**config.mk**
```make
export PLATFORM = sky130hd
export DESIGN_NAME = wrm_muldiv
export DESIGN_NICKNAME = d
export VERILOG_FILES = /design/src/hw/rtl/wrm_pkg.sv /design/src/hw/rtl/wrm_muldiv.sv
export VERILOG_INCLUDE_DIRS = /design/src /design/src/hw/rtl
export SDC_FILE = /design/constraint.sdc
export NUM_CORES = 2
export LEC_CHECK = 0
export BUFFER_PORTS_ARGS = -buffer_cell sky130_fd_sc_hd__buf_2
export CAP_MARGIN = 40
export CORE_MARGIN = 2
export CORE_UTILIZATION = 65
export DETAILED_ROUTE_END_ITERATION = 16
export PLACE_DENSITY = 0.78
export SETUP_SLACK_MARGIN = 0.1
export SLEW_MARGIN = 0
export SYNTH_ARGS = -nofsm -noshare
export SYNTH_HDL_FRONTEND = slang
export SYNTH_SLANG_ARGS = --single-unit
```
**constraint.sdc**
```tcl
create_clock -name i_clk -period 9.3 [get_ports i_clk]
set_clock_uncertainty 0.15 [all_clocks]
set_input_delay 0.93 -clock i_clk [delete_from_list [all_inputs] [get_ports i_clk]]
set_output_delay 0.93 -clock i_clk [all_outputs]
set_load 0.05 [all_outputs]
```
**src/hw/rtl/windowed_rate_meter_core_defines.svh**
```systemverilog
// Assertion macros shared by the windowed rate meter modules.
`ifndef WINDOWED_RATE_METER_CORE_DEFINES_SVH
`define WINDOWED_RATE_METER_CORE_DEFINES_SVH

// Same-cycle implication, sampled on i_clk and disabled while i_rst_n is low.
`define WRM_ASSERT_NOW(label, ante, cons, msg) \
    label: assert property (@(posedge i_clk) disable iff (!i_rst_n) (ante) |-> (cons)) \
        else $error(msg);

// Next-cycle implication, sampled on i_clk and disabled while i_rst_n is low.
`define WRM_ASSERT_NEXT(label, ante, cons, msg) \
    label: assert property (@(posedge i_clk) disable iff (!i_rst_n) (ante) |=> (cons)) \
        else $error(msg);

`endif

```
**src/hw/rtl/wrm_pkg.sv**
```systemverilog
// Types, constants and helpers shared by the windowed rate meter.
package wrm_pkg;

    // Width of the time base; legal range 32 to 64.
    localparam int TIME_WIDTH = 48;
    localparam int NOW_W      = 48;
    localparam int CNT_W      = 32;
    localparam int TOT_W      = 64;
    localparam int QW         = 32;
    localparam int QCNT_W     = $clog2(QW);
    localparam int MUL_W      = 27;
    localparam int PP_W       = QW + MUL_W;
    localparam int BUSY_W     = 7;

    localparam logic [MUL_W-1:0]  RATE_SCALE = MUL_W'(100000000);
    localparam logic [MUL_W-1:0]  KBPS_SCALE = MUL_W'(8000);
    localparam logic [MUL_W-1:0]  BUSY_SCALE = MUL_W'(100);
    localparam logic [MUL_W-1:0]  UNIT_SCALE = MUL_W'(1);
    localparam logic [BUSY_W-1:0] BUSY_MAX   = BUSY_W'(100);
    localparam logic [CNT_W-1:0]  WIN_RESET  = CNT_W'(1000000);
    localparam logic [QW-1:0]     Q_SAT      = '1;

    typedef enum logic [2:0] {
        ACT_FRAME   = 3'd0,
        ACT_ENCODE  = 3'd1,
        ACT_CONVERT = 3'd2,
        ACT_SKIP    = 3'd3,
        ACT_TICK    = 3'd4,
        ACT_LOSS    = 3'd5
    } t_action;

    typedef struct packed {
        logic                  event_en;
        logic [2:0]            action;
        logic [CNT_W-1:0]      amount;
        logic                  open;
        logic                  restart;
        logic [TIME_WIDTH-1:0] now;
    } t_acc_cmd;

    typedef struct packed {
        logic                  window_open;
        logic [TIME_WIDTH-1:0] start_time;
        logic [CNT_W-1:0]      frame_count;
        logic [CNT_W-1:0]      skip_count;
        logic [TOT_W-1:0]      byte_total;
        logic [TOT_W-1:0]      enc_total;
        logic [TOT_W-1:0]      conv_total;
        logic [CNT_W-1:0]      enc_count;
    } t_acc_state;

    typedef struct packed {
        logic             start;
        logic [TOT_W-1:0] a;
        logic [MUL_W-1:0] m;
        logic [TOT_W-1:0] d;
    } t_md_req;

    typedef struct packed {
        logic          done;
        logic [QW-1:0] q;
    } t_md_rsp;

    typedef struct packed {
        logic [QW-1:0]     frames_per_sec_x100;
        logic [QW-1:0]     kilobits_per_sec;
        logic [QW-1:0]     skips_per_sec_x100;
        logic [QW-1:0]     encode_avg_us;
        logic [QW-1:0]     convert_avg_us;
        logic [BUSY_W-1:0] busy_percent;
        logic              window_closed;
    } t_result;

    function automatic logic [TIME_WIDTH-1:0] to_time(input logic [NOW_W-1:0] now);
        logic [63:0] wide;
        wide = 64'(now);
        return wide[TIME_WIDTH-1:0];
    endfunction

endpackage

```
**src/hw/rtl/wrm_muldiv.sv**
```systemverilog
// Shared multiply-then-divide unit with a 32-bit saturated quotient.
`include "windowed_rate_meter_core_defines.svh"

module wrm_muldiv (
    input  logic             i_clk,
    input  logic             i_rst_n,
    input  wrm_pkg::t_md_req i_req,
    output wrm_pkg::t_md_rsp o_rsp
);
    import wrm_pkg::*;

    typedef enum logic [2:0] {
        S_IDLE,
        S_MUL_LO,
        S_MUL_HI,
        S_CHK,
        S_DIV
    } t_state;

    t_state             r_state;
    logic [TOT_W-1:0]   r_a;
    logic [MUL_W-1:0]   r_m;
    logic [TOT_W-1:0]   r_d;
    logic [PP_W-1:0]    r_plo;
    logic [PP_W-1:0]    r_phi;
    logic [TOT_W-1:0]   r_rem;
    logic [QW-1:0]      r_low;
    logic [QW-1:0]      r_q;
    logic [QCNT_W-1:0]  r_cnt;
    logic               r_done;

    logic [TOT_W-1:0]   upper;
    logic [TOT_W:0]     rem2;
    logic [TOT_W:0]     diff;
    logic               ge;

    always_comb begin
        upper = TOT_W'(r_phi) + TOT_W'(r_plo[PP_W-1:QW]);
        rem2  = {r_rem, r_low[QW-1]};
        diff  = rem2 - {1'b0, r_d};
        ge    = (rem2 >= {1'b0, r_d});
    end

    always_ff @(posedge i_clk) begin
        if (!i_rst_n) begin
            r_state <= S_IDLE;
            r_done  <= 1'b0;
        end else begin
            r_done <= 1'b0;
            unique case (r_state)
                S_IDLE: begin
                    if (i_req.start) begin
                        r_a     <= i_req.a;
                        r_m     <= i_req.m;
                        r_d     <= i_req.d;
                        r_state <= S_MUL_LO;
                    end
                end
                S_MUL_LO: begin
                    r_plo   <= PP_W'(r_a[QW-1:0]) * PP_W'(r_m);
                    r_state <= S_MUL_HI;
                end
                S_MUL_HI: begin
                    r_phi   <= PP_W'(r_a[TOT_W-1:QW]) * PP_W'(r_m);
                    r_state <= S_CHK;
                end
                S_CHK: begin
                    if (upper >= r_d) begin
                        r_q     <= Q_SAT;
                        r_done  <= 1'b1;
                        r_state <= S_IDLE;
                    end else begin
                        r_rem   <= upper;
                        r_low   <= r_plo[QW-1:0];
                        r_cnt   <= QCNT_W'(QW - 1);
                        r_state <= S_DIV;
                    end
                end
                S_DIV: begin
                    r_rem <= ge ? diff[TOT_W-1:0] : rem2[TOT_W-1:0];
                    r_q   <= {r_q[QW-2:0], ge};
                    r_low <= {r_low[QW-2:0], 1'b0};
                    if (r_cnt == '0) begin
                        r_done  <= 1'b1;
                        r_state <= S_IDLE;
                    end else begin
                        r_cnt <= r_cnt - QCNT_W'(1);
                    end
                end
                default: begin
                    r_state <= S_IDLE;
                end
            endcase
        end
    end

    assign o_rsp.done = r_done;
    assign o_rsp.q    = r_q;

    `WRM_ASSERT_NEXT(a_done_single, r_done, !r_done, "quotient strobe lasted more than one cycle")
    `WRM_ASSERT_NEXT(a_div_ends, r_state == S_DIV && r_cnt == '0, r_done, "division did not finish")
    `WRM_ASSERT_NOW(a_done_idle, r_done, r_state == S_IDLE, "quotient strobe while still busy")

endmodule

```
==> results_dict.tcl <==
set metrics [dict create \
    status "finished, final reports clean" \
    post_drt_wl_per_cell_microns 20.45 \
    critPathBufInv 5 \
    insertion_delay_ns 0.68 \
    ys_warn_count 0 \
    slew_headroom 0.3069 \
    end_kind "flip-flop" \
    whs_path_depth 1 \
    antenna_found_initial 5 \
    maxCapViolCount 0 \
    critical_path_class "flip-flop to flip-flop" \
    grt_pass1_vias 62410 \
    critPathSlowestCell "edfxtp_1" \
    synthXorXnorAreaFrac 0.02459 \
    fin_area_sq_um 81540 \
    cts_root_buf "clkbuf_16" \
    grt_overflow 0 \
    grt_start_max_net_pins 79 \
    ant_nets 0 \
    syn_avg_cell_area_sq_um 9.253 \
    worst-r2r-cell-count 25 \
    synth_edf_count 406 \
    hpwl_mm 159.3 \
    synth_top_family_by_area "adder cells" \
    cts_sinks 410 \
    timing.fmax_mhz 116.9 \
    synthMuxAreaShare 0.003141 \
    gp_congestion 0.9651 \
    hold_slack_ns 0.2804 \
    first_iter_violations 4817 \
    numCtsBuffers 51 \
    async_flop_share 0 \
    clk_pin_slew_ns 0.07 \
    clock_path_buffers 3 \
    yosys_register_bits 410 \
    slowest_delay_ns 0.98 \
    ys.flop_type "edfxtp_1" \
    first_pass_iters 6 \
    vias_per_cell 5.801 \
    cp.required_ns 9.57 \
    dieWidth_microns 347.9 \
    finalHoldViolations 0 \
    hold_start "i_req[53]" \
    cp_num_cells 25 \
    whs_endpoint "r_d[53]" \
    syn_inst 8308 \
    dieHeight_microns 347.9 \
    synthAdderAreaFrac 0.4798 \
    r2r_slack_ns 0.75 \
    seq_area_frac_synth 0.1596 \
    final.min_clock_period_ns 8.552 \
    grtUsageTotal 0.3466 \
    vias 57030 \
    holdBufCountCts 0 \
    synth_compound_area_frac 0.06551 \
    routed_wirelength_mm 201.1 \
    synth_cell_types 90 \
    placementRows 126 \
    finalCritPeriodShare 0.9196 \
    cts_max_level 2 \
    core_area_sq_um 117600 \
    synth_nets 10510 \
    netlist_area_sq_um 76870 \
    cp-startpoint "r_a[15]" \
    num-nets-final 10460 \
    crit_fanout 14 \
    r2r_start "r_a[15]" \
    die-area_sq_um 121000 \
    maxSlewViolCount 0 \
    tightest_slew_ns 1.040 \
    synth-simple-area-share 0.1557 \
    final_layout_size_suffix_gt1_frac 0.05679 \
    placed_cell_area_sq_um 79810 \
    area_growth_pct 6.079 \
    initial_core_util 0.6536 \
    cp.arrival_ns 8.82 \
    ctsResizeCount 0 \
    setup_viol 0 \
    pin_count 191 \
    hp-class "input pin to flip-flop" \
    drc 0 \
    cp_common_cell "fa_1" \
    path_delay_family "adder cells" \
    post_cts_buffers 0 \
    portBuffers 190 \
    rsz0062_at_grt "false" \
    cts_tree "yes" \
    tns_ns 0 \
    setup.worst_path.start_class "flip-flop" \
    timing.rr.end "r_plo[58]" \
    grt_pass1_wl_mm 328.4 \
]
==> synth_stat cells, drive strengths merged, types with 5 or more instances <==
cell type  count  share of area
mux2           6        0.00093
edfxtp       406           0.16
nand2       1418          0.069
o21bai        35         0.0034
xnor2        135          0.015
xor2          80         0.0091
o22ai          6        0.00049
o31ai          9        0.00088
nor2         161         0.0079
a211o          7        0.00080
and3          30         0.0025
and2         659          0.054
and4           7        0.00080
clkbuf       432          0.021
nand3b         6        0.00059
buf           17         0.0012
or2           11        0.00090
a221o          5        0.00065
o21a          30         0.0029
or3           15         0.0013
a31o           5        0.00057
a21oi        247          0.016
ha           548          0.089
inv         1828          0.089
a21o         116          0.011
nor3          29         0.0019
nor4           9        0.00081
o31a           7        0.00091
o211ai        18         0.0018
a31oi         57         0.0046
mux2i         17         0.0022
nor2b         29         0.0024
a211oi        17         0.0017
nand4         50         0.0041
o21ai        149         0.0098
nand2b        59         0.0048
o221ai         8        0.00099
a221oi        11         0.0016
a2111oi        5        0.00067
fa          1500           0.39
nand3         60         0.0039
a21boi         6        0.00059
o311ai         6        0.00091
==> registers in the layout, indices dropped and copies added (netlist names) <==
register  flops
r_done        1
r_d          64
r_m          27
r_rem        64
r_cnt         5
r_phi        59
r_q          32
r_state       3
r_plo        59
r_low        32
r_a          64
==> per-layer routing <==
metal  vias up  share of wire  track usage
met2      2796           0.46       0.5577
met4         2          0.044       0.1308
li1      25020              -            -
met1     28660           0.39       0.4640
met5         -       0.000060            0
met3       547           0.10      0.07598
==> stage by stage <==
| stage | worst slack, ns | cells | utilization |
|---|---|---|---|
| after global routing | 0.2993 | 9830 | 0.6933 |
| after global placement | 0.8711 | 9715 | 0.6744 |
| after floorplan | 1.801 | 8308 | - |
| after detailed placement | 0.9178 | 9737 | 0.6786 |
| final | 0.7477 | 9831 | 0.6934 |
| after CTS | 0.8833 | 9830 | 0.6933 |
==> final cells by class <==
type	count	area [sq um]
Inverter	1828	6862
Timing Repair Buffer	342	2698
Sequential cell	410	12270
Clock buffer	57	1299
Multi-Input combinational cell	5621	56060
Clock inverter	36	431.7
Tap cell	1536	1922
Antenna cell	1	2.502
Fill cell	9061	36060
==> cell families after synthesis <==
kind of cell	count (synthesis)
AND/OR/NAND/NOR	2552
adder cells (fa/ha/maj)	2048
AO/OA/AOI/OAI	783
flip-flops	410
multiplexers	23
XOR/XNOR	215
buffers and inverters	2277
==> how the worst max path moves through the flow <==
| stage | slack, ns | endpoint |
|---|---|---|
| 2_1_floorplan | 1.80 | r_plo[58] |
| 3_3_place_gp | 0.87 | r_plo[58] |
| 3_5_place_dp | 0.92 | r_plo[58] |
| 4_1_cts | 0.88 | r_plo[58] |
| 5_1_grt | 0.30 | r_plo[55] |
| 6_report | 0.75 | r_plo[58] |
==> worst reg2reg max path, stage by stage, from the launching register on <==
cell and delay (ns):
edfxtp_1 0.98, nand2_1 0.19, fa_1 0.54, inv_1 0.07, fa_1 0.55, inv_1 0.06
fa_1 0.56, fa_1 0.45, fa_1 0.58, inv_1 0.06, fa_1 0.47, inv_1 0.05
fa_1 0.47, inv_1 0.04, ha_1 0.37, a211oi_1 0.24, o21ai_0 0.13, a211oi_1 0.48
nand2_1 0.15, a21oi_1 0.37, o21ai_1 0.18, a21o_1 0.20, a211o_1 0.33, a211o_1 0.33
a221oi_2 0.27, xnor2_1 0.08
==> layout by cell type (no fill, tap or decap), types with 30 or more instances in the layout <==
cell type | Yosys | final
a31oi_1 | 57 | 57
o21ai_0 | 142 | 142
nor2_1 | 161 | 160
inv_1 | 1828 | 1828
nand4_1 | 50 | 50
xnor2_1 | 134 | 134
clkbuf_16 | 0 | 51
buf_2 | 6 | 191
o21a_1 | 30 | 30
buf_4 | 4 | 108
a21o_1 | 116 | 115
ha_1 | 548 | 548
a21oi_1 | 247 | 247
and2_1 | 659 | 657
xor2_1 | 80 | 80
o21bai_1 | 35 | 35
edfxtp_1 | 406 | 406
nand3_1 | 60 | 60
nand2b_1 | 59 | 59
fa_1 | 1500 | 1500
nand2_1 | 1417 | 1416
Power is not shown: default switching activity piles up to over one toggle a cycle in this logic, so the estimate is an artifact.
