[src/hw/rtl/windowed_rate_meter_core_defines.svh]
// Assertion macros shared by the windowed rate meter modules.
`ifndef WINDOWED_RATE_METER_CORE_DEFINES_SVH
`define WINDOWED_RATE_METER_CORE_DEFINES_SVH

// Same-cycle implication, sampled on i_clk and disabled while i_rst_n is low.
`define WRM_ASSERT_NOW(label, ante, cons, msg) \
    label: assert property (@(posedge i_clk) disable iff (!i_rst_n) (ante) |-> (cons)) \
        else $error(msg);

// Next-cycle implication, sampled on i_clk and disabled while i_rst_n is low.
`define WRM_ASSERT_NEXT(label, ante, cons, msg) \
    label: assert property (@(posedge i_clk) disable iff (!i_rst_n) (ante) |=> (cons)) \
        else $error(msg);

`endif

[src/hw/rtl/wrm_pkg.sv]
// Types, constants and helpers shared by the windowed rate meter.
package wrm_pkg;

    // Width of the time base; legal range 32 to 64.
    localparam int TIME_WIDTH = 48;
    localparam int NOW_W      = 48;
    localparam int CNT_W      = 32;
    localparam int TOT_W      = 64;
    localparam int QW         = 32;
    localparam int QCNT_W     = $clog2(QW);
    localparam int MUL_W      = 27;
    localparam int PP_W       = QW + MUL_W;
    localparam int BUSY_W     = 7;

    localparam logic [MUL_W-1:0]  RATE_SCALE = MUL_W'(100000000);
    localparam logic [MUL_W-1:0]  KBPS_SCALE = MUL_W'(8000);
    localparam logic [MUL_W-1:0]  BUSY_SCALE = MUL_W'(100);
    localparam logic [MUL_W-1:0]  UNIT_SCALE = MUL_W'(1);
    localparam logic [BUSY_W-1:0] BUSY_MAX   = BUSY_W'(100);
    localparam logic [CNT_W-1:0]  WIN_RESET  = CNT_W'(1000000);
    localparam logic [QW-1:0]     Q_SAT      = '1;

    typedef enum logic [2:0] {
        ACT_FRAME   = 3'd0,
        ACT_ENCODE  = 3'd1,
        ACT_CONVERT = 3'd2,
        ACT_SKIP    = 3'd3,
        ACT_TICK    = 3'd4,
        ACT_LOSS    = 3'd5
    } t_action;

    typedef struct packed {
        logic                  event_en;
        logic [2:0]            action;
        logic [CNT_W-1:0]      amount;
        logic                  open;
        logic                  restart;
        logic [TIME_WIDTH-1:0] now;
    } t_acc_cmd;

    typedef struct packed {
        logic                  window_open;
        logic [TIME_WIDTH-1:0] start_time;
        logic [CNT_W-1:0]      frame_count;
        logic [CNT_W-1:0]      skip_count;
        logic [TOT_W-1:0]      byte_total;
        logic [TOT_W-1:0]      enc_total;
        logic [TOT_W-1:0]      conv_total;
        logic [CNT_W-1:0]      enc_count;
    } t_acc_state;

    typedef struct packed {
        logic             start;
        logic [TOT_W-1:0] a;
        logic [MUL_W-1:0] m;
        logic [TOT_W-1:0] d;
    } t_md_req;

    typedef struct packed {
        logic          done;
        logic [QW-1:0] q;
    } t_md_rsp;

    typedef struct packed {
        logic [QW-1:0]     frames_per_sec_x100;
        logic [QW-1:0]     kilobits_per_sec;
        logic [QW-1:0]     skips_per_sec_x100;
        logic [QW-1:0]     encode_avg_us;
        logic [QW-1:0]     convert_avg_us;
        logic [BUSY_W-1:0] busy_percent;
        logic              window_closed;
    } t_result;

    function automatic logic [TIME_WIDTH-1:0] to_time(input logic [NOW_W-1:0] now);
        logic [63:0] wide;
        wide = 64'(now);
        return wide[TIME_WIDTH-1:0];
    endfunction

endpackage

[src/hw/rtl/wrm_accum.sv]
// Window state and per-window accumulators of the rate meter.
module wrm_accum (
    input  logic               i_clk,
    input  logic               i_rst_n,
    input  wrm_pkg::t_acc_cmd  i_cmd,
    output wrm_pkg::t_acc_state o_state
);
    import wrm_pkg::*;

    t_acc_state r_acc;

    always_ff @(posedge i_clk) begin
        if (!i_rst_n) begin
            r_acc <= '0;
        end else begin
            if (i_cmd.open) begin
                r_acc.window_open <= 1'b1;
                r_acc.start_time  <= i_cmd.now;
            end
            if (i_cmd.restart) begin
                r_acc.start_time  <= i_cmd.now;
                r_acc.frame_count <= '0;
                r_acc.skip_count  <= '0;
                r_acc.byte_total  <= '0;
                r_acc.enc_total   <= '0;
                r_acc.conv_total  <= '0;
                r_acc.enc_count   <= '0;
            end
            if (i_cmd.event_en) begin
                case (i_cmd.action)
                    ACT_FRAME: begin
                        r_acc.frame_count <= r_acc.frame_count + CNT_W'(1);
                        r_acc.byte_total  <= r_acc.byte_total + TOT_W'(i_cmd.amount);
                    end
                    ACT_ENCODE: begin
                        r_acc.enc_total <= r_acc.enc_total + TOT_W'(i_cmd.amount);
                        r_acc.enc_count <= r_acc.enc_count + CNT_W'(1);
                    end
                    ACT_CONVERT: begin
                        r_acc.conv_total <= r_acc.conv_total + TOT_W'(i_cmd.amount);
                    end
                    ACT_SKIP: begin
                        r_acc.skip_count <= r_acc.skip_count + CNT_W'(1);
                    end
                    default: begin
                    end
                endcase
            end
        end
    end

    assign o_state = r_acc;

endmodule

[config.mk]
export PLATFORM = sky130hd
export DESIGN_NAME = wrm_accum
export DESIGN_NICKNAME = d
export VERILOG_FILES = /design/src/hw/rtl/windowed_rate_meter_core_defines.svh /design/src/hw/rtl/wrm_pkg.sv /design/src/hw/rtl/wrm_accum.sv
export SDC_FILE = /design/constraint.sdc
export NUM_CORES = 1
export LEC_CHECK = 0
export BUFFER_PORTS_ARGS = -buffer_cell sky130_fd_sc_hd__buf_2
export CORE_MARGIN = 2
export CORE_UTILIZATION = 40
export CTS_BUF_LIST = sky130_fd_sc_hd__clkbuf_8
export CTS_CLUSTER_SIZE = 12
export DETAILED_ROUTE_END_ITERATION = 10
export GPL_TIMING_DRIVEN = 0
export SYNTH_ARGS = -nofsm -noshare
export SYNTH_HDL_FRONTEND = slang
export SYNTH_SLANG_ARGS = --single-unit
export TNS_END_PERCENT = 50
[constraint.sdc]
create_clock -name i_clk -period 6.05 [get_ports i_clk]
set_input_delay 0.3025 -clock i_clk [delete_from_list [all_inputs] [get_ports i_clk]]
set_output_delay 0.3025 -clock i_clk [all_outputs]
set_load 0.1 [all_outputs]
==> results of run 1 <==
tightest hold or removal path, stage by stage:
cell     delay [ns]
buf_2          0.13
ha_1           0.13
nand2_1        0.04
a21oi_1        0.10
how the worst min path moves through the flow:
stage | to | depth (start not counted) | startpoint
after global routing | o_state[32]$_SDFF_PN0_ | 4 | i_cmd[50]
after global placement | o_state[301]$_SDFFE_PN0P_ | 2 | o_state[301]$_SDFFE_PN0P_
final | o_state[32]$_SDFF_PN0_ | 4 | i_cmd[50]
after detailed placement | o_state[304]$_SDFFE_PN0P_ | 2 | o_state[304]$_SDFFE_PN0P_
after CTS | o_state[32]$_SDFF_PN0_ | 4 | i_cmd[50]
after floorplan | o_state[336]$_SDFFE_PN0P_ | 2 | i_cmd[49]
kinds of logic after synthesis:
kind of cell / synth area share (%)
AND/OR/NAND/NOR: 25.3
AO/OA/AOI/OAI: 25.9
flip-flops: 33.5
buffers and inverters: 3.67
adder cells (fa/ha/maj): 6.44
XOR/XNOR: 4.30
multiplexers: 1.00
synth_stat cells (all sizes together), types with 29 or more instances:
library cell,count,share of area (%)
nor2,193,3.6
o21ai,189,4.7
a21oi,268,6.7
nand4,74,2.4
nor3,51,1.3
clkbuf,113,2.2
dfxtp,337,33
xor2,46,2.0
nand2,410,7.6
xnor2,53,2.3
ha,99,6.1
a21o,73,2.7
inv,41,0.76
nand3,150,3.7
and3,54,1.7
a31oi,75,2.3
buf,29,0.72
cell type report:
cell class | instances | area (µm²)
fillers | 5017 | 25000
clock inverters | 23 | 108
repair buffers | 471 | 2600
well taps | 672 | 841
clock buffers | 89 | 1220
inverters | 42 | 158
flip-flops and latches | 337 | 6750
plain buffers | 142 | 582
multi-input cells | 2121 | 12700
power groups by stage:
| stage | registers, mW | logic (mW) | clock network, mW |
|---|---|---|---|
| after floorplan | 2.55 | 0.304 | 0 |
| after global placement | 2.32 | 0.746 | 0 |
| after detailed placement | 2.32 | 0.751 | 0 |
| after CTS | 2.27 | 0.778 | 2.43 |
| after global routing | 2.28 | 0.836 | 2.54 |
| final | 2.27 | 0.788 | 2.38 |
per-layer routing:
| metal | up-vias | wire length (µm) | GRT usage (%) |
|---|---|---|---|
| met2 | 940 | 36400 | 47.5 |
| met1 | 10800 | 34700 | 39.0 |
| li1 | 10800 | - | - |
| met5 | - | 0 | 0 |
| met3 | 186 | 7090 | 7.00 |
| met4 | 0 | 3590 | 14.1 |
through the flow:
stage	setup WS [ns]	cells	hold WS [ns]	cell area (µm²)
after global routing	1.62	3897	0.0785	24900
final	1.84	3897	0.0611	24900
after floorplan	2.38	2642	0.418	20200
after CTS	1.89	3897	0.0411	24900
after detailed placement	1.79	3736	0.441	23100
after global placement	1.83	3736	0.436	23100
repair_timing:
action                    in CTS  in global routing
buffers inserted               0                  0
hold endpoints to repair      49                  0
hold buffers                  49                  0
==> results.sh, run 1 <==
export IMPL_cts_sinks=337
export IMPL_cp_depth=12
export IMPL_hold_class="input port to register"
export IMPL_area_growth_pct=23.7
export IMPL_leakage_nw=11.0
export IMPL_final_common_cell="buf_2"
export IMPL_drt_iter0_drc=2012
export IMPL_synth_area_mm2=0.0202
export IMPL_fin_nets=3371
export IMPL_dpl_hpwl_um=61900
export IMPL_reg2reg_from="o_state[32]$_SDFF_PN0_"
export IMPL_skew_ns=0.0489
export IMPL_period_needed_ns=4.21
export IMPL_p_switching_mw=1.70
export IMPL_io_buffers=422
export IMPL_fmax_mhz=238
export IMPL_path_max_fanout=10
export IMPL_fp_dieH_um=228
export IMPL_path_buf_inv=1
export IMPL_pin_count=425
export IMPL_critical_path_arrival_ns=4.77
export IMPL_cp_common_cell="nor2_1"
export IMPL_endpoint_kind="register"
export IMPL_yosys_register_bits=337
export IMPL_power_density_mw_per_mm2=218
export IMPL_cp_data_required_time_ns=6.61
export IMPL_insertion_delay_ns=0.69
export IMPL_wirelength_um=81800
export IMPL_gp_congestion=0.934
export IMPL_coreArea_mm2=0.0500
export IMPL_antennaDiodeCount=0
export IMPL_yosys_warnings=0
export IMPL_async_flop_share_pct=0
export IMPL_r2r_end="o_state[66]$_SDFF_PN0_"
export IMPL_slowest_delay_ns=0.75
export IMPL_hold_viol=0
export IMPL_cts_resized=0
export IMPL_clockRootBuffer="clkbuf_8"
export IMPL_ys_flop_type="dfxtp_1"
export IMPL_drt_first_pass_iters=5
export IMPL_switching_share_pct=31.2
export IMPL_drc_errors=0
export IMPL_report_power_total_mw=5.45
export IMPL_ff2ff_setup_slack_ns=1.84
export IMPL_dieArea_mm2=0.0522
export IMPL_synth_area_per_cell_um2=7.63
export IMPL_rows=82
export IMPL_reg2regPathDepth=12
export IMPL_syn_nets=2832
export IMPL_die_width_um=228
export IMPL_path_cells="ha_1 > fa_1 > a211oi_1 > o21bai_1 > a21oi_1 > o211ai_1 > a2111oi_0 > nor2_1 > buf_2 > nor2_1 > nor2_1 > nor3_1"
export IMPL_crit_path_start="o_state[32]$_SDFF_PN0_"
export IMPL_grt_pass1_wl_um=124000
export IMPL_drt_vias_per_instance=5.83
export IMPL_slew_headroom_pct=25.7
export IMPL_critical_path_class="register to register"
export IMPL_cts_tree="yes"
export IMPL_final_max_slew_violation_count=0
export IMPL_initial_utilization_pct=40.3
export IMPL_tightest_slew_ns=1.11
export IMPL_path_clk_slew_ns=0.05
export IMPL_ir_worst_vdd_mv=0.258
export IMPL_antenna_left=0
export IMPL_cts_buffers=66
export IMPL_overflow=0
export IMPL_outcome="finished clean"
export IMPL_final_util_pct=49.9
export IMPL_drive_gt1_share_pct=18.1
export IMPL_cp_start_kind="register"
export IMPL_endpoint="o_state[66]$_SDFF_PN0_"
export IMPL_largest_register_ffs=337
export IMPL_comb_power_share_pct=14.5
export IMPL_p_seq_share_pct=41.7
export IMPL_cpMaxStageDelayCell="a2111oi_0"
export IMPL_p_int_mw=3.75
export IMPL_ys_types=90
export IMPL_min_period_over_period_pct=69.5
export IMPL_cts_buffer_depth=3
export IMPL_grt_util_all_layers_pct=30.1
export IMPL_power_frac_clock_pct=43.8
export IMPL_maxCapViolations=0
export IMPL_finalSetupViolations=0
export IMPL_synth_edf_count=0
export IMPL_grt_pass1_vias=21100
export IMPL_finalSetupTns_ns=0
export IMPL_path_delay_family="compound AO/OA/AOI/OAI gates"
export IMPL_grt_max_degree=11
export IMPL_seq_area_frac_synth_pct=33.5
export IMPL_vias=22700
export IMPL_htree_levels=3
export IMPL_synthCells=2642
export IMPL_rsz0062_at_grt="no"
export IMPL_antenna_found_initial=1
export IMPL_most_common_layout_cells="buf_2 (433), nand2_1 (409), dfxtp_1 (337), a21oi_1 (267), nor2_1 (191)"
export IMPL_wl_per_cell_um=21.0
Note: power is estimated with default switching activity, not from simulation.
==> run 2: changes to the inputs <==
==> constraint.sdc (replaced) <==
create_clock -name i_clk -period 4 [get_ports i_clk]
set_input_delay 0.2 -clock i_clk [delete_from_list [all_inputs] [get_ports i_clk]]
set_output_delay 0.2 -clock i_clk [all_outputs]
set_load 0.1 [all_outputs]
==> run 2 against run 1 <==
Net effect:
- die area did not move
- via count fell by 0.13%
- sequential share of layout area fell by 0.052 points
- non-clock buffer count rose by 3
- routed wire length rose by 0.11%
- first-iteration DRC count rose by 3.8%
- global-route usage did not move
- highest routed layer unchanged
==> results.sh, run 2 (synthesis results as in run 1) <==
export IMPL_final_max_slew_violation_count=0
export IMPL_drt_iter0_drc=2088
export IMPL_fin_nets=3374
export IMPL_cp_data_required_time_ns=4.58
export IMPL_path_cells="ha_1 > fa_1 > a211oi_1 > nor2_1 > o41ai_4 > a2111oi_0 > nor3_2 > a2111oi_2 > a41o_1 > buf_6 > a31o_2 > a31oi_1"
export IMPL_fmax_mhz=263
export IMPL_wl_per_cell_um=21.0
export IMPL_hold_viol=0
export IMPL_cts_tree="yes"
export IMPL_endpoint_kind="register"
export IMPL_antennaDiodeCount=0
export IMPL_htree_levels=3
export IMPL_final_area_mm2=0.0250
export IMPL_leakage_nw=11.0
export IMPL_ir_worst_vdd_mv=0.390
export IMPL_fp_dieH_um=228
export IMPL_rsz0062_at_grt="yes"
export IMPL_multi_input_area_mm2=0.0127
export IMPL_slowest_delay_ns=0.63
export IMPL_area_growth_pct=23.9
export IMPL_report_power_total_mw=8.25
export IMPL_path_max_fanout=10
export IMPL_insertion_delay_ns=0.69
export IMPL_min_period_over_period_pct=95.2
export IMPL_vias=22700
export IMPL_final_util_pct=50.0
export IMPL_cts_sinks=337
export IMPL_grt_pass1_wl_um=124000
export IMPL_cp_start_kind="register"
export IMPL_placed_cell_area_mm2=0.0231
export IMPL_path_clk_slew_ns=0.06
export IMPL_drc_errors=0
export IMPL_pin_count=425
export IMPL_maxCapViolations=0
export IMPL_final_common_cell="buf_2"
export IMPL_cts_buffers=66
export IMPL_dpl_hpwl_um=61900
export IMPL_register_area_mm2=0.00675
export IMPL_slew_headroom_pct=25.1
export IMPL_hold_class="input port to register"
export IMPL_period_needed_ns=3.81
export IMPL_overflow=0
export IMPL_gp_congestion=0.934
export IMPL_cts_buffer_depth=3
export IMPL_largest_register_ffs=337
export IMPL_outcome="finished clean"
export IMPL_critical_path_arrival_ns=4.39
export IMPL_antenna_left=0
export IMPL_tightest_slew_ns=1.12
export IMPL_finalSetupViolations=0
export IMPL_critical_path_class="register to register"
export IMPL_rows=82
export IMPL_antenna_found_initial=1
export IMPL_wirelength_um=81900
export IMPL_power_density_mw_per_mm2=330
export IMPL_cpMaxStageDelayCell="nor3_2"
export IMPL_clockRootBuffer="clkbuf_8"
export IMPL_die_width_um=228
export IMPL_dieArea_mm2=0.0522
export IMPL_coreArea_mm2=0.0500
export IMPL_io_buffers=422
export IMPL_placed_cells=3736
export IMPL_drt_first_pass_iters=6
export IMPL_grt_max_degree=11
export IMPL_n_fill_cell=5015
export IMPL_grt_util_all_layers_pct=30.1
export IMPL_most_common_layout_cells="buf_2 (433), nand2_1 (409), dfxtp_1 (337), a21oi_1 (266), nor2_1 (190)"
export IMPL_grt_pass1_vias=21100
export IMPL_initial_utilization_pct=40.3
export IMPL_skew_ns=0.0484
export IMPL_drive_gt1_share_pct=18.2
export IMPL_drt_vias_per_instance=5.82
export IMPL_stdcell_count=3900
==> run 2: changes by cell type in the layout (fill, tap and decap cells not counted), sizes merged <==
cell | before | now
dlygate4sd3 | 49 | 52
==> run 2: worst paths after layout <==
path                                                  end                 startpoint  depth (start not counted)  slack (ns)
worst max-delay path              o_state[150]$_SDFF_PN0_     o_state[96]$_SDFF_PN0_                         12        0.19
worst min-delay path              o_state[140]$_SDFF_PN0_                    i_rst_n                          4        0.06
worst max register to register    o_state[150]$_SDFF_PN0_     o_state[96]$_SDFF_PN0_                         12        0.19
worst min register to register  o_state[292]$_SDFFE_PN0P_  o_state[292]$_SDFFE_PN0P_                          2        0.45
==> run 2: final cells by class <==
type / instances / share of cell area [%]
Buffer: 142 / 2.33
Timing Repair Buffer: 474 / 10.5
Sequential cell: 337 / 27.0
Clock inverter: 23 / 0.431
Multi-Input combinational cell: 2121 / 50.8
Clock buffer: 89 / 4.90
Tap cell: 672 / 3.37
Inverter: 42 / 0.631
==> run 2: through the flow <==
stage / hold slack (ns) / setup WS, ns / setup TNS, ns
detailed placement: 0.441 / -0.153 / -0.970
CTS: 0.0256 / 0.00942 / 0
floorplan: 0.316 / 0.328 / 0
global route: 0.0706 / -0.0370 / -0.0583
finish: 0.0557 / 0.191 / 0
global placement: 0.436 / -0.115 / -0.786
==> run 2: worst max-delay path, delay by kind of cell (launching register included) <==
family | cells | cell delay, ns
flops | 1 | 0.32
simple gates | 2 | 0.78
fa+ha+maj | 2 | 0.68
compound gates | 7 | 1.76
buf+inv | 1 | 0.15
==> run 2: repair_timing <==
action                                 4_1_cts  5_1_grt
setup endpoints to repair                   10       31
buffers inserted                             0        0
gates resized for setup                      1        4
hold buffers                                52        0
endpoints found under the hold margin       53        0
==> run 2: per-layer routing <==
layer  vias to the layer above  wire [µm]  global-route usage, %  share of wire (%)
li1                      10800          -                      -                  -
met1                     10900      35400                   39.0                 43
met2                       863      36400                   47.5                 44
met3                       173       6580                   7.00                8.0
met4                         0       3480                   14.1                4.3
met5                         -          0                      0                  0
==> run 2: power breakdown <==
group | leakage [nW] | internal, mW | switching [mW]
Combinational | 7.56 | 0.291 | 0.904
Sequential | 2.73 | 3.41 | 0.0325
Clock | 0.756 | 1.97 | 1.64
==> run 3: changes to the inputs <==
--- a/config.mk
+++ b/config.mk
@@ -6,9 +6,9 @@
 export NUM_CORES = 1
 export LEC_CHECK = 0
 export BUFFER_PORTS_ARGS = -buffer_cell sky130_fd_sc_hd__buf_2
-export CORE_MARGIN = 2
+export CORE_MARGIN = 4
 export CORE_UTILIZATION = 40
-export CTS_BUF_LIST = sky130_fd_sc_hd__clkbuf_8
+export CTS_BUF_LIST = sky130_fd_sc_hd__clkbuf_2
 export CTS_CLUSTER_SIZE = 12
 export DETAILED_ROUTE_END_ITERATION = 10
 export GPL_TIMING_DRIVEN = 0
==> run 3 against run 2 <==
Net effect:
- via count grew 6.5%
- critical path depth grew 2
- critical endpoint is now o_state[186]$_SDFF_PN0_
- first-iteration DRC count decreased by 6.0%
- critical path type is now input port to register
- cell area increased by 5.5%
- global-route usage is 0.89 points higher
- sequential power is essentially flat
==> results.sh, run 3 (synthesis results as in run 1) <==
export IMPL_fp_dieH_um=232
export IMPL_antenna_left=0
export IMPL_cp_data_required_time_ns=4.92
export IMPL_hold_class="input port to register"
export IMPL_path_clk_slew_ns=0.10
export IMPL_tightest_slew_ns=1.17
export IMPL_die_width_um=232
export IMPL_wirelength_um=87800
export IMPL_fin_nets=3589
export IMPL_drive_gt1_share_pct=18.7
export IMPL_skew_ns=0.0844
export IMPL_overflow=0
export IMPL_reg2regPathDepth=11
export IMPL_min_period_over_period_pct=96.0
export IMPL_dpl_hpwl_um=63100
export IMPL_endpoint_kind="register"
export IMPL_insertion_delay_ns=1.12
export IMPL_drc_errors=0
export IMPL_coreArea_mm2=0.0494
export IMPL_vias=24200
export IMPL_finalSetupViolations=0
export IMPL_grt_pass1_vias=23200
export IMPL_path_cells="dlygate4sd3_1 > buf_2 > dlygate4sd3_1 > ha_1 > fa_1 > a211oi_1 > o21ai_0 > nand4_1 > o221ai_1 > o31ai_2 > o21ai_0 > xnor2_1 > dlygate4sd3_1 > o21ai_0"
export IMPL_critical_path_class="input port to register"
export IMPL_wl_per_cell_um=21.2
export IMPL_cts_buffers=97
export IMPL_cts_buffer_depth=3
export IMPL_cp_start_kind="input port"
export IMPL_outcome="finished clean"
export IMPL_antenna_found_initial=4
export IMPL_drt_first_pass_iters=6
export IMPL_grt_util_all_layers_pct=31.0
export IMPL_slowest_delay_ns=0.64
export IMPL_hold_viol=0
export IMPL_path_max_fanout=6
export IMPL_hold_slack_ns=0.200
export IMPL_report_power_total_mw=7.42
export IMPL_grt_pass1_wl_um=133000
export IMPL_dieArea_mm2=0.0540
export IMPL_pin_count=425
export IMPL_ir_worst_vdd_mv=0.201
export IMPL_final_max_slew_violation_count=0
export IMPL_slew_headroom_pct=21.5
export IMPL_grt_max_degree=14
export IMPL_initial_utilization_pct=40.8
export IMPL_n_fill_cell=4833
export IMPL_final_common_cell="buf_2"
export IMPL_ff2ff_setup_slack_ns=0.22
export IMPL_finalSetupTns_ns=0
export IMPL_final_area_mm2=0.0264
export IMPL_period_needed_ns=3.84
export IMPL_rows=81
export IMPL_cts_sinks=337
export IMPL_io_buffers=422
export IMPL_drt_vias_per_instance=5.83
export IMPL_clockRootBuffer="clkbuf_2"
export IMPL_maxCapViolations=0
export IMPL_fmax_mhz=260
export IMPL_area_growth_pct=30.8
export IMPL_cpMaxStageDelayCell="o31ai_2"
export IMPL_drt_iter0_drc=1963
export IMPL_gp_congestion=0.949
export IMPL_largest_register_ffs=337
export IMPL_most_common_layout_cells="buf_2 (433), nand2_1 (409), dfxtp_1 (337), a21oi_1 (266), dlygate4sd3_1 (234)"
export IMPL_cts_tree="yes"
export IMPL_power_density_mw_per_mm2=282
export IMPL_critical_path_arrival_ns=4.76
export IMPL_htree_levels=3
export IMPL_whs_path_depth=5
export IMPL_placed_cell_area_mm2=0.0231
export IMPL_leakage_nw=11.8
==> run 3: critical path: cells and delay by family <==
family,cells,cell delay (ns)
AND/OR/NAND/NOR,1,0.15
buffers and inverters,4,1.80
XOR/XNOR,1,0.16
AO/OA/AOI/OAI,6,1.70
adder cells (fa/ha/maj),2,0.71
==> run 3: final timing paths <==
check	start	endpoint
setup / recovery	i_cmd[50]	o_state[186]$_SDFF_PN0_
hold / removal	i_rst_n	o_state[140]$_SDFF_PN0_
setup reg to reg	o_state[160]$_SDFF_PN0_	o_state[186]$_SDFF_PN0_
hold reg to reg	o_state[31]$_SDFF_PN0_	o_state[31]$_SDFF_PN0_
==> run 3: where the power goes <==
part | total, mW | leakage [nW] | switching, mW | internal [mW]
logic | 1.37 | 8.38 | 0.949 | 0.417
clock network | 2.62 | 0.660 | 1.63 | 0.989
registers | 3.44 | 2.73 | 0.0345 | 3.40
==> run 3: cell type report <==
type                       count  area [µm²]  share of cell area (%)
clock inverter                25         106                   0.404
clock buffer                 150         751                    2.85
timing repair buffer         658        4470                    17.0
tap                          664         831                    3.15
buffer                       142         582                    2.21
multi-input combinational   2121       12700                    48.2
sequential                   337        6750                    25.6
inverter                      42         158                   0.598
antenna                        6        15.0                  0.0570
==> run 3: routing by layer <==
metal  part of all wire [%]  track usage [%]  vias up
li1                       -                -    11300
met1                     41             38.7    11500
met2                     45             49.2     1070
met3                    9.0             8.45      302
met4                    5.8             15.9        0
met5                      0                0        -
==> run 3: timing repair <==
| action | in CTS | in global routing |
|---|---|---|
| setup endpoints to repair | 1 | 29 |
| hold endpoints to repair | 239 | 0 |
| gates cloned | 0 | 0 |
| resized for setup | 1 | 6 |
| setup buffers | 0 | 2 |
| pin swaps | 0 | 1 |
| hold buffers | 234 | 0 |
==> run 3: stage by stage <==
stage	instances	util (%)	setup WS (ns)
after floorplan	2642	-	0.328
after global placement	3728	46.8	0.00459
after detailed placement	3728	46.8	-0.0209
after CTS	4137	53.3	0.0301
after global routing	4141	53.4	-0.00902
final	4145	53.4	0.161
